<file path="src/design/slrr_pkg.sv">
// shared widths and status type for the slope limited linear reconstruction block
// no dependencies; used by the serial units and the top level
package slrr_pkg;

  // cell value width
  localparam int unsigned SAMPLE_BITS = 32;
  // neighbour difference and its magnitude
  localparam int unsigned MAG_BITS    = SAMPLE_BITS + 1;
  // sum of two magnitudes, divisor of the harmonic mean
  localparam int unsigned SUM_BITS    = MAG_BITS + 1;
  // full product of two magnitudes
  localparam int unsigned PROD_BITS   = 2 * MAG_BITS;
  // step counter of the serial units, one step per magnitude bit
  localparam int unsigned STEP_BITS   = $clog2(MAG_BITS);
  localparam logic [STEP_BITS-1:0] LAST_STEP = STEP_BITS'(MAG_BITS - 1);

  localparam logic MODE_VAN_LEER = 1'b0;
  localparam logic MODE_MC       = 1'b1;

  // handshake status of a serial unit
  typedef struct packed {
    logic busy;
    logic done;
  } unit_sts_t;

endpackage

</file>
<file path="src/design/slrr_mul.sv">
// bit-serial shift-add multiplier for two magnitudes, one multiplier bit per cycle
// depends on slrr_pkg
module slrr_mul (
  input  logic                            clk_i,
  input  logic                            rst_ni,
  input  logic                            start_i,
  input  logic [slrr_pkg::MAG_BITS-1:0]   mcand_i,
  input  logic [slrr_pkg::MAG_BITS-1:0]   mplier_i,
  output logic [slrr_pkg::PROD_BITS-1:0]  prod_o,
  output slrr_pkg::unit_sts_t             sts_o
);

  logic [slrr_pkg::MAG_BITS-1:0]  mcand_q;
  logic [slrr_pkg::SUM_BITS-1:0]  acc_q;
  logic [slrr_pkg::MAG_BITS-1:0]  plier_q;
  logic [slrr_pkg::STEP_BITS-1:0] cnt_q;
  logic                           busy_q;
  logic                           done_q;
  logic [slrr_pkg::SUM_BITS-1:0]  sum;

  // partial sum of this step
  assign sum = acc_q + (plier_q[0] ? {1'b0, mcand_q} : '0);

  always_ff @(posedge clk_i or negedge rst_ni) begin
    if (!rst_ni) begin
      busy_q <= 1'b0;
      done_q <= 1'b0;
      cnt_q  <= '0;
    end else begin
      done_q <= 1'b0;
      if (start_i) begin
        busy_q <= 1'b1;
        cnt_q  <= '0;
      end else if (busy_q) begin
        cnt_q <= cnt_q + 1'b1;
        if (cnt_q == slrr_pkg::LAST_STEP) begin
          busy_q <= 1'b0;
          done_q <= 1'b1;
        end
      end
    end
  end

  always_ff @(posedge clk_i) begin
    if (start_i) begin
      mcand_q <= mcand_i;
      plier_q <= mplier_i;
      acc_q   <= '0;
    end else if (busy_q) begin
      // shift the product right, lsb of the sum drops into the multiplier word
      {acc_q, plier_q} <= {1'b0, sum, plier_q[slrr_pkg::MAG_BITS-1:1]};
    end
  end

  assign prod_o = slrr_pkg::PROD_BITS'({acc_q, plier_q});
  assign sts_o  = '{busy: busy_q, done: done_q};

endmodule

</file>
<file path="src/design/slrr_div.sv">
// restoring bit-serial divider, one quotient bit per cycle
// depends on slrr_pkg; the quotient must fit in MAG_BITS bits
module slrr_div (
  input  logic                            clk_i,
  input  logic                            rst_ni,
  input  logic                            start_i,
  input  logic [slrr_pkg::PROD_BITS-1:0]  dividend_i,
  input  logic [slrr_pkg::SUM_BITS-1:0]   divisor_i,
  output logic [slrr_pkg::MAG_BITS-1:0]   quot_o,
  output slrr_pkg::unit_sts_t             sts_o
);

  logic [slrr_pkg::SUM_BITS-1:0]  dvs_q;
  logic [slrr_pkg::SUM_BITS-1:0]  rem_q;
  logic [slrr_pkg::MAG_BITS-1:0]  quot_q;
  logic [slrr_pkg::STEP_BITS-1:0] cnt_q;
  logic                           busy_q;
  logic                           done_q;
  logic [slrr_pkg::SUM_BITS:0]    trial;
  logic [slrr_pkg::SUM_BITS:0]    diff;
  logic                           ge;

  // bring down the next dividend bit and try the subtraction
  assign trial = {rem_q, quot_q[slrr_pkg::MAG_BITS-1]};
  assign diff  = trial - {1'b0, dvs_q};
  assign ge    = (trial >= {1'b0, dvs_q});

  always_ff @(posedge clk_i or negedge rst_ni) begin
    if (!rst_ni) begin
      busy_q <= 1'b0;
      done_q <= 1'b0;
      cnt_q  <= '0;
    end else begin
      done_q <= 1'b0;
      if (start_i) begin
        busy_q <= 1'b1;
        cnt_q  <= '0;
      end else if (busy_q) begin
        cnt_q <= cnt_q + 1'b1;
        if (cnt_q == slrr_pkg::LAST_STEP) begin
          busy_q <= 1'b0;
          done_q <= 1'b1;
        end
      end
    end
  end

  always_ff @(posedge clk_i) begin
    if (start_i) begin
      dvs_q  <= divisor_i;
      // upper part is below the divisor since the quotient fits
      rem_q  <= slrr_pkg::SUM_BITS'(dividend_i[slrr_pkg::PROD_BITS-1:slrr_pkg::MAG_BITS]);
      quot_q <= dividend_i[slrr_pkg::MAG_BITS-1:0];
    end else if (busy_q) begin
      rem_q  <= ge ? diff[slrr_pkg::SUM_BITS-1:0] : trial[slrr_pkg::SUM_BITS-1:0];
      quot_q <= {quot_q[slrr_pkg::MAG_BITS-2:0], ge};
    end
  end

  assign quot_o = quot_q;
  assign sts_o  = '{busy: busy_q, done: done_q};

endmodule

</file>
<file path="src/design/slope_limited_linear_reconstruction_top.sv">
// top level of the slope limited linear reconstruction block: window, sequencer, output register
// depends on slrr_pkg, slrr_mul and slrr_div
//
//  channel   direction  tdata                                tuser
//  s_axis    in         [31:0] sample                        [0] line_start
//  m_axis    out        [31:0] face_plus, [63:32] face_minus [0] valid_res
//  cfg       in         cfg_wdata_i = limiter_mode, written when cfg_we_i is high
//
//  one transaction in gives one transaction out; a new sample is taken only when the
//  sequencer is idle
//  van Leer: the sample passes through the 33-step serial multiplier and then the
//  33-step serial divider, which run one after the other
//  monotonized central and a window not yet full skip both serial units
//  a finished result waits in the output register, the next sample can enter meanwhile
//  reset clears the window, the fill count, the mode and the output valid
module slope_limited_linear_reconstruction_top (
  input  logic        clk_i,
  input  logic        rst_ni,
  // configuration
  input  logic        cfg_we_i,
  input  logic        cfg_wdata_i,
  // input stream
  input  logic        s_axis_tvalid_i,
  output logic        s_axis_tready_o,
  input  logic [31:0] s_axis_tdata_i,   // [31:0] sample
  input  logic [0:0]  s_axis_tuser_i,   // [0] line_start
  // output stream
  output logic        m_axis_tvalid_o,
  input  logic        m_axis_tready_i,
  output logic [63:0] m_axis_tdata_o,   // [31:0] face_plus, [63:32] face_minus
  output logic [0:0]  m_axis_tuser_o    // [0] valid_res
);

  localparam int unsigned SW = slrr_pkg::SAMPLE_BITS;
  localparam int unsigned MW = slrr_pkg::MAG_BITS;
  localparam int unsigned UW = slrr_pkg::SUM_BITS;

  typedef enum logic [2:0] {
    ST_IDLE,
    ST_DIFF,
    ST_MAG,
    ST_SUM,
    ST_MC,
    ST_MUL,
    ST_DIV,
    ST_FACE
  } state_e;

  state_e           state_q;
  logic             mode_q;
  logic [1:0]       fill_q;
  logic [SW-1:0]    older_q;
  logic [SW-1:0]    centre_q;
  // working copy of the window for the item in flight
  logic [SW-1:0]    win_new_q;
  logic [SW-1:0]    win_cen_q;
  logic [SW-1:0]    win_old_q;
  logic             valid_q;
  logic [MW-1:0]    a_q;
  logic [MW-1:0]    b_q;
  logic [MW-1:0]    ma_q;
  logic [MW-1:0]    mb_q;
  logic             neg_q;
  logic             nz_q;
  logic [UW-1:0]    sum_q;
  logic [MW-1:0]    min_ab_q;
  logic [MW-1:0]    hmag_q;
  logic             out_valid_q;
  logic [SW-1:0]    out_plus_q;
  logic [SW-1:0]    out_minus_q;
  logic             out_flag_q;

  logic             in_fire;
  logic             out_free;
  logic             load_out;
  logic             mul_start;
  logic             div_start;
  logic [slrr_pkg::PROD_BITS-1:0] mul_prod;
  logic [MW-1:0]    div_quot;
  slrr_pkg::unit_sts_t mul_sts;
  slrr_pkg::unit_sts_t div_sts;

  logic [MW-1:0]    a_abs;
  logic [MW-1:0]    b_abs;
  logic [MW-1:0]    quarter;
  logic [MW-1:0]    cen_ext;
  logic [MW-1:0]    up_face;
  logic [MW-1:0]    dn_face;

  assign in_fire         = s_axis_tvalid_i & s_axis_tready_o;
  assign out_free        = !out_valid_q || m_axis_tready_i;
  assign s_axis_tready_o = (state_q == ST_IDLE);
  // face stage hands its result to the output register
  assign load_out        = (state_q == ST_FACE) && out_free;

  assign mul_start = (state_q == ST_SUM) && valid_q && nz_q &&
                     (mode_q == slrr_pkg::MODE_VAN_LEER);
  assign div_start = (state_q == ST_MUL) && mul_sts.done;

  // magnitudes of the neighbour differences
  assign a_abs   = a_q[MW-1] ? (MW'(0) - a_q) : a_q;
  assign b_abs   = b_q[MW-1] ? (MW'(0) - b_q) : b_q;
  // quarter of the summed magnitudes, half of the mean slope term
  assign quarter = MW'(sum_q >> 2);

  // faces: centre moved up and down by the half slope
  assign cen_ext = {win_cen_q[SW-1], win_cen_q};
  assign up_face = neg_q ? (cen_ext - hmag_q) : (cen_ext + hmag_q);
  assign dn_face = neg_q ? (cen_ext + hmag_q) : (cen_ext - hmag_q);

  slrr_mul u_mul (
    .clk_i    (clk_i),
    .rst_ni   (rst_ni),
    .start_i  (mul_start),
    .mcand_i  (mb_q),
    .mplier_i (ma_q),
    .prod_o   (mul_prod),
    .sts_o    (mul_sts)
  );

  slrr_div u_div (
    .clk_i      (clk_i),
    .rst_ni     (rst_ni),
    .start_i    (div_start),
    .dividend_i (mul_prod),
    .divisor_i  (sum_q),
    .quot_o     (div_quot),
    .sts_o      (div_sts)
  );

  always_ff @(posedge clk_i or negedge rst_ni) begin
    if (!rst_ni) begin
      state_q     <= ST_IDLE;
      mode_q      <= slrr_pkg::MODE_VAN_LEER;
      fill_q      <= '0;
      older_q     <= '0;
      centre_q    <= '0;
      out_valid_q <= 1'b0;
    end else begin
      if (cfg_we_i) begin
        mode_q <= cfg_wdata_i;
      end
      if (load_out) begin
        out_valid_q <= 1'b1;
      end else if (out_valid_q && m_axis_tready_i) begin
        out_valid_q <= 1'b0;
      end
      case (state_q)
        ST_IDLE: begin
          if (in_fire) begin
            // line start empties the window before this sample enters
            win_new_q <= s_axis_tdata_i;
            win_cen_q <= s_axis_tuser_i[0] ? '0 : centre_q;
            win_old_q <= s_axis_tuser_i[0] ? '0 : older_q;
            valid_q   <= !s_axis_tuser_i[0] && (fill_q == 2'd2);
            older_q   <= s_axis_tuser_i[0] ? '0 : centre_q;
            centre_q  <= s_axis_tdata_i;
            if (s_axis_tuser_i[0]) begin
              fill_q <= 2'd1;
            end else if (fill_q != 2'd2) begin
              fill_q <= fill_q + 2'd1;
            end
            state_q <= ST_DIFF;
          end
        end
        ST_DIFF: begin
          // backward and forward differences
          a_q     <= {win_cen_q[SW-1], win_cen_q} - {win_old_q[SW-1], win_old_q};
          b_q     <= {win_new_q[SW-1], win_new_q} - {win_cen_q[SW-1], win_cen_q};
          state_q <= ST_MAG;
        end
        ST_MAG: begin
          ma_q   <= a_abs;
          mb_q   <= b_abs;
          neg_q  <= a_q[MW-1];
          nz_q   <= (a_q != '0) && (b_q != '0) && (a_q[MW-1] == b_q[MW-1]);
          hmag_q <= '0;
          if (!valid_q || a_q == '0 || b_q == '0 || a_q[MW-1] != b_q[MW-1]) begin
            state_q <= ST_FACE;
          end else begin
            state_q <= ST_SUM;
          end
        end
        ST_SUM: begin
          sum_q    <= {1'b0, ma_q} + {1'b0, mb_q};
          min_ab_q <= (ma_q < mb_q) ? ma_q : mb_q;
          if (mode_q == slrr_pkg::MODE_MC) begin
            state_q <= ST_MC;
          end else begin
            state_q <= ST_MUL;
          end
        end
        ST_MC: begin
          hmag_q  <= (quarter < min_ab_q) ? quarter : min_ab_q;
          state_q <= ST_FACE;
        end
        ST_MUL: begin
          if (mul_sts.done) begin
            state_q <= ST_DIV;
          end
        end
        ST_DIV: begin
          if (div_sts.done) begin
            hmag_q  <= div_quot;
            state_q <= ST_FACE;
          end
        end
        ST_FACE: begin
          if (out_free) begin
            out_plus_q  <= valid_q ? up_face[SW-1:0] : '0;
            out_minus_q <= valid_q ? dn_face[SW-1:0] : '0;
            out_flag_q  <= valid_q;
            state_q     <= ST_IDLE;
          end
        end
        default: begin
          state_q <= ST_IDLE;
        end
      endcase
    end
  end

  assign m_axis_tvalid_o = out_valid_q;
  assign m_axis_tdata_o  = {out_minus_q, out_plus_q};
  assign m_axis_tuser_o  = out_flag_q;

`ifndef SYNTHESIS
  // serial units are quiet whenever a new sample may enter
  assert property (@(posedge clk_i) disable iff (!rst_ni)
    s_axis_tready_o |-> (!mul_sts.busy && !div_sts.busy))
    else $error("serial unit busy while sequencer idle");

  // the output register is loaded only from the face stage
  assert property (@(posedge clk_i) disable iff (!rst_ni)
    $rose(m_axis_tvalid_o) |-> $past(state_q == ST_FACE))
    else $error("result loaded outside face stage");

  // the limited half slope never exceeds the smaller neighbour difference
  assert property (@(posedge clk_i) disable iff (!rst_ni)
    (state_q == ST_FACE && hmag_q != '0) |-> (hmag_q <= min_ab_q))
    else $error("half slope above smaller difference");

  // the divider finishes only while the sequencer waits for it
  assert property (@(posedge clk_i) disable iff (!rst_ni)
    div_sts.done |-> (state_q == ST_DIV))
    else $error("divider done outside divide stage");
`endif

endmodule
</file>
<file path="config.mk">
export PLATFORM = sky130hd
export DESIGN_NAME = slope_limited_linear_reconstruction_top
export DESIGN_NICKNAME = d
export VERILOG_FILES = /design/src/design/slrr_pkg.sv /design/src/design/slrr_mul.sv /design/src/design/slrr_div.sv /design/src/design/slope_limited_linear_reconstruction_top.sv
export SDC_FILE = /design/constraint.sdc
export NUM_CORES = 1
export LEC_CHECK = 0
export BUFFER_PORTS_ARGS = -buffer_cell sky130_fd_sc_hd__buf_4
export CAP_MARGIN = 20
export CORE_UTILIZATION = 60
export CTS_BUF_LIST = sky130_fd_sc_hd__clkbuf_4
export CTS_CLUSTER_DIAMETER = 40
export DETAILED_ROUTE_END_ITERATION = 10
export GPL_TIMING_DRIVEN = 0
export PLACE_DENSITY = 0.77
export RECOVER_POWER = 100
export SYNTH_ARGS = -nofsm -noshare
export SYNTH_HDL_FRONTEND = slang
export SYNTH_SLANG_ARGS = --single-unit
</file>
<file path="constraint.sdc">
create_clock -name clk_i -period 13.66 [get_ports clk_i]
set_clock_uncertainty 0.15 [all_clocks]
set_input_delay 0 -clock clk_i [delete_from_list [all_inputs] [get_ports clk_i]]
set_output_delay 0 -clock clk_i [all_outputs]
set_load 0.02 [all_outputs]
</file>
==> flow_metrics.env <==
export IMPL_clockBufferDepth=3
export IMPL_synth_edf_count=560
export IMPL_area_delta_synth_final_pct=12.61
export IMPL_violations="capacitance limit, slew limit"
export IMPL_rr_worst_depth=12
export IMPL_layout_nets=4709
export IMPL_die_y_um=260.6
export IMPL_cp_top_family="buffers and inverters"
export IMPL_ir_drop_v=0.0001390
export IMPL_power_switching_mw=2.302
export IMPL_critical_path_arrival_ps=8800
export IMPL_gp_congestion=1.012
export IMPL_fin_crit_sh=0.6070
export IMPL_crit_buf_inv=11
export IMPL_finalCriticalPeriod_ps=8291
export IMPL_clockPowerShare=0.274
export IMPL_cp_end_kind="flop"
export IMPL_die_w_um=260.6
export IMPL_wl_per_cell_um=20.15
export IMPL_fin_cells=5382
export IMPL_synth_area_um2=40130
export IMPL_post_place_cells=4955
export IMPL_critPathLaunchType="input port"
export IMPL_rows=94
export IMPL_numPortBuffers=104
export IMPL_dr_pass1_iters=6
export IMPL_multiInputGateArea_um2=18710
export IMPL_setup_violations=0
export IMPL_ys_ff_latch=681
export IMPL_finalHoldViolations=0
export IMPL_async_reset_ff_frac=0.1278
export IMPL_grt_total_usage=0.3233
export IMPL_nFillCells=5055
export IMPL_status="complete, but fails checks"
export IMPL_fin_tns_setup_ps=0
export IMPL_pin_count=106
export IMPL_root_buffer="clkbuf_4"
export IMPL_regArea_um2=19670
export IMPL_cts_tree="done"
export IMPL_tightest_slew_ps=3656
export IMPL_cp_common_cell="clkbuf_1"
export IMPL_synth_flop_cell="edfxtp_1"
export IMPL_fin_area_um2=45190
export IMPL_numCtsBuffers=175
export IMPL_worst_path_max_fanout=64
export IMPL_viasPerCell=5.777
export IMPL_grt_pass1_wl_um=165800
export IMPL_antenna_found_initial=5
export IMPL_ctsHtreeMaxLevel=4
export IMPL_ant_nets=0
export IMPL_slowest_delay_ps=2650
export IMPL_fmax_ghz=0.1206
export IMPL_synth_avg_cell_area_um2=10.13
export IMPL_drc=0
export IMPL_grt_max_degree=67
export IMPL_power_frac_seq=0.435
export IMPL_drt_initial_drc_count=2659
export IMPL_crit_slowest_cell="clkbuf_1"
export IMPL_wl_um=108500
export IMPL_cts_resized=0
export IMPL_clock_sinks=681
export IMPL_drv_slew=332
export IMPL_postPlaceCellArea_um2=42420
export IMPL_synth_cells=3961
export IMPL_yosys_warnings=0
export IMPL_power_leakage_nw=18.68
export IMPL_p_per_area_nw_per_um2=147.2
export IMPL_vias=31090
export IMPL_ys_types=84
export IMPL_grt_overflow_total=0
export IMPL_core_area_um2=65980
export IMPL_seq_area_frac_synth=0.4903
export IMPL_slew_headroom=-1.438
export IMPL_hold_path_class="input port to flop"
export IMPL_path_depth=12
export IMPL_hpwlAfterDp_um=83190
export IMPL_grt_pass1_vias=30030
export IMPL_dieArea_um2=67920
export IMPL_path_cells="dlygate4sd3_1, dlygate4sd3_1, dlygate4sd3_1, clkbuf_1, clkbuf_1, clkbuf_1, inv_1, nor3_1, buf_6, buf_6, buf_6, clkbuf_1"
export IMPL_power_frac_comb=0.291
export IMPL_drive_gt1_frac=0.09101
export IMPL_holdPathStages=5
export IMPL_syn_nets=4306
export IMPL_path_class="input port to flop"
export IMPL_clk_pin_slew_worst_paths_ps=70
export IMPL_required_ps=14170
export IMPL_maxCapViolCount=8
export IMPL_rsz0062_at_grt="false"
export IMPL_initial_utilization=0.6082
export IMPL_sw_frac_of_total=0.3461
export IMPL_insertion_delay_ps=1070
export IMPL_intPower_mw=4.350
==> per-stage QoR <==
step           power, mW  setup WS (ps)    util  hold WS [ps]
2_1_floorplan      4.247           7211       -        -445.6
3_5_place_dp       4.851           8747  0.6429        -169.5
5_1_grt            7.001           4381  0.6847         11.93
3_3_place_gp       4.788           5102  0.6364         38.21
6_report           6.652           5369  0.6849         91.89
4_1_cts            6.683           8646  0.6930         2.029
==> cells in the final DEF (no fill, tap or decap), types with 73 or more instances in the layout <==
cell type and instances:
xor2_1 73, dfrtp_1 87, nor2_1 355, ha_1 299, dlygate4sd3_1 95, nand2_1 478
clkbuf_4 288, o21ai_0 188, a21o_1 76, a21oi_1 308, inv_1 297, xnor2_1 182
clkbuf_1 226, edfxtp_1 560, nor2b_1 100
==> kinds of logic after synthesis <==
kind of cell	synth area share
xor gates and xnor gates	0.05566
DFF	0.4903
muxes	0.03180
and+or+nand+nor	0.1411
buffers and inverters	0.04234
adders and majority gates	0.09672
AOI/OAI and AO/OA	0.1421
==> sequential cells by signal (all words and copies together), names as in the netlist, 3 cells and up <==
name           flops
ma_q              33
sum_q             34
u_mul.mcand_q     33
u_div.dvs_q       34
min_ab_q          33
u_mul.cnt_q        6
state_q            3
out_minus_q       31
older_q           32
win_new_q         32
u_mul.plier_q     33
out_plus_q        32
a_q               33
u_div.rem_q       34
win_old_q         32
u_div.cnt_q        6
u_div.quot_o      33
hmag_q            32
centre_q          32
b_q               33
mb_q              33
u_mul.acc_q       33
win_cen_q         32
==> cell type report <==
cell class,count,area share
Sequential cell,681,0.4354
Multi-Input combinational cell,2831,0.4141
Clock buffer,256,0.04253
Timing Repair Buffer,226,0.03683
Inverter,301,0.02500
Tap cell,864,0.02392
Buffer,148,0.01246
Clock inverter,62,0.009082
Antenna cell,13,0.0007199
==> repair_timing <==
item	4_1_cts	5_1_grt
hold buffers	96	0
setup buffers	0	0
endpoints found under the hold margin	424	0
==> synth_stat cells, drive strengths merged, types with 33 or more instances <==
library cell,instances,area share
a211oi,66,0.012
a21o,76,0.014
a21oi,308,0.038
and2,49,0.0076
clkbuf,131,0.012
dfrtp,87,0.054
dfxtp,34,0.017
edfxtp,560,0.42
ha,299,0.093
inv,299,0.028
mux2,68,0.019
mux2i,51,0.013
nand2,478,0.045
nand3,50,0.0062
nand4,39,0.0061
nor2,355,0.033
nor2b,100,0.016
nor3,40,0.0051
o21a,33,0.0062
o21ai,197,0.025
o21bai,48,0.0090
o31ai,36,0.0071
xnor2,182,0.040
xor2,73,0.016
==> power groups by stage <==
stage | Clock, mW | Combinational, mW | Sequential, mW
after global placement | 0 | 1.85 | 2.93
after detailed placement | 0 | 1.93 | 2.92
final | 1.82 | 1.93 | 2.90
after global routing | 1.95 | 2.12 | 2.92
after CTS | 1.84 | 1.97 | 2.88
after floorplan | 0 | 1.35 | 2.89
==> path summary, 6_finish.rpt <==
check	from	endpoint	slack, ps
hold / removal	s_axis_tvalid_i	centre_q[0]	90
setup reg to reg	win_cen_q[1]	out_minus_q[30]	8220
max in group asynchronous	rst_ni	u_mul.done_q	7720
min in group asynchronous	rst_ni	centre_q[31]	1300
setup / recovery	rst_ni	a_q[0]	5370
hold reg to reg	fill_q[0]	fill_q[0]	320
==> metal layers <==
layer	vias up	wire length (um)	global-route usage
li1	15010	-	-
met2	1216	50440	0.5246
met1	14630	45120	0.4220
met4	0	4564	0.1498
met5	-	0	0
met3	232	8329	0.05818
==> tightest hold or removal path: cells and delay by family <==
| family | cells | cell delay (ps) |
|---|---|---|
| AND/OR/NAND/NOR | 3 | 560 |
| buffers and inverters | 2 | 700 |
Power figures use the tool's default switching activity.
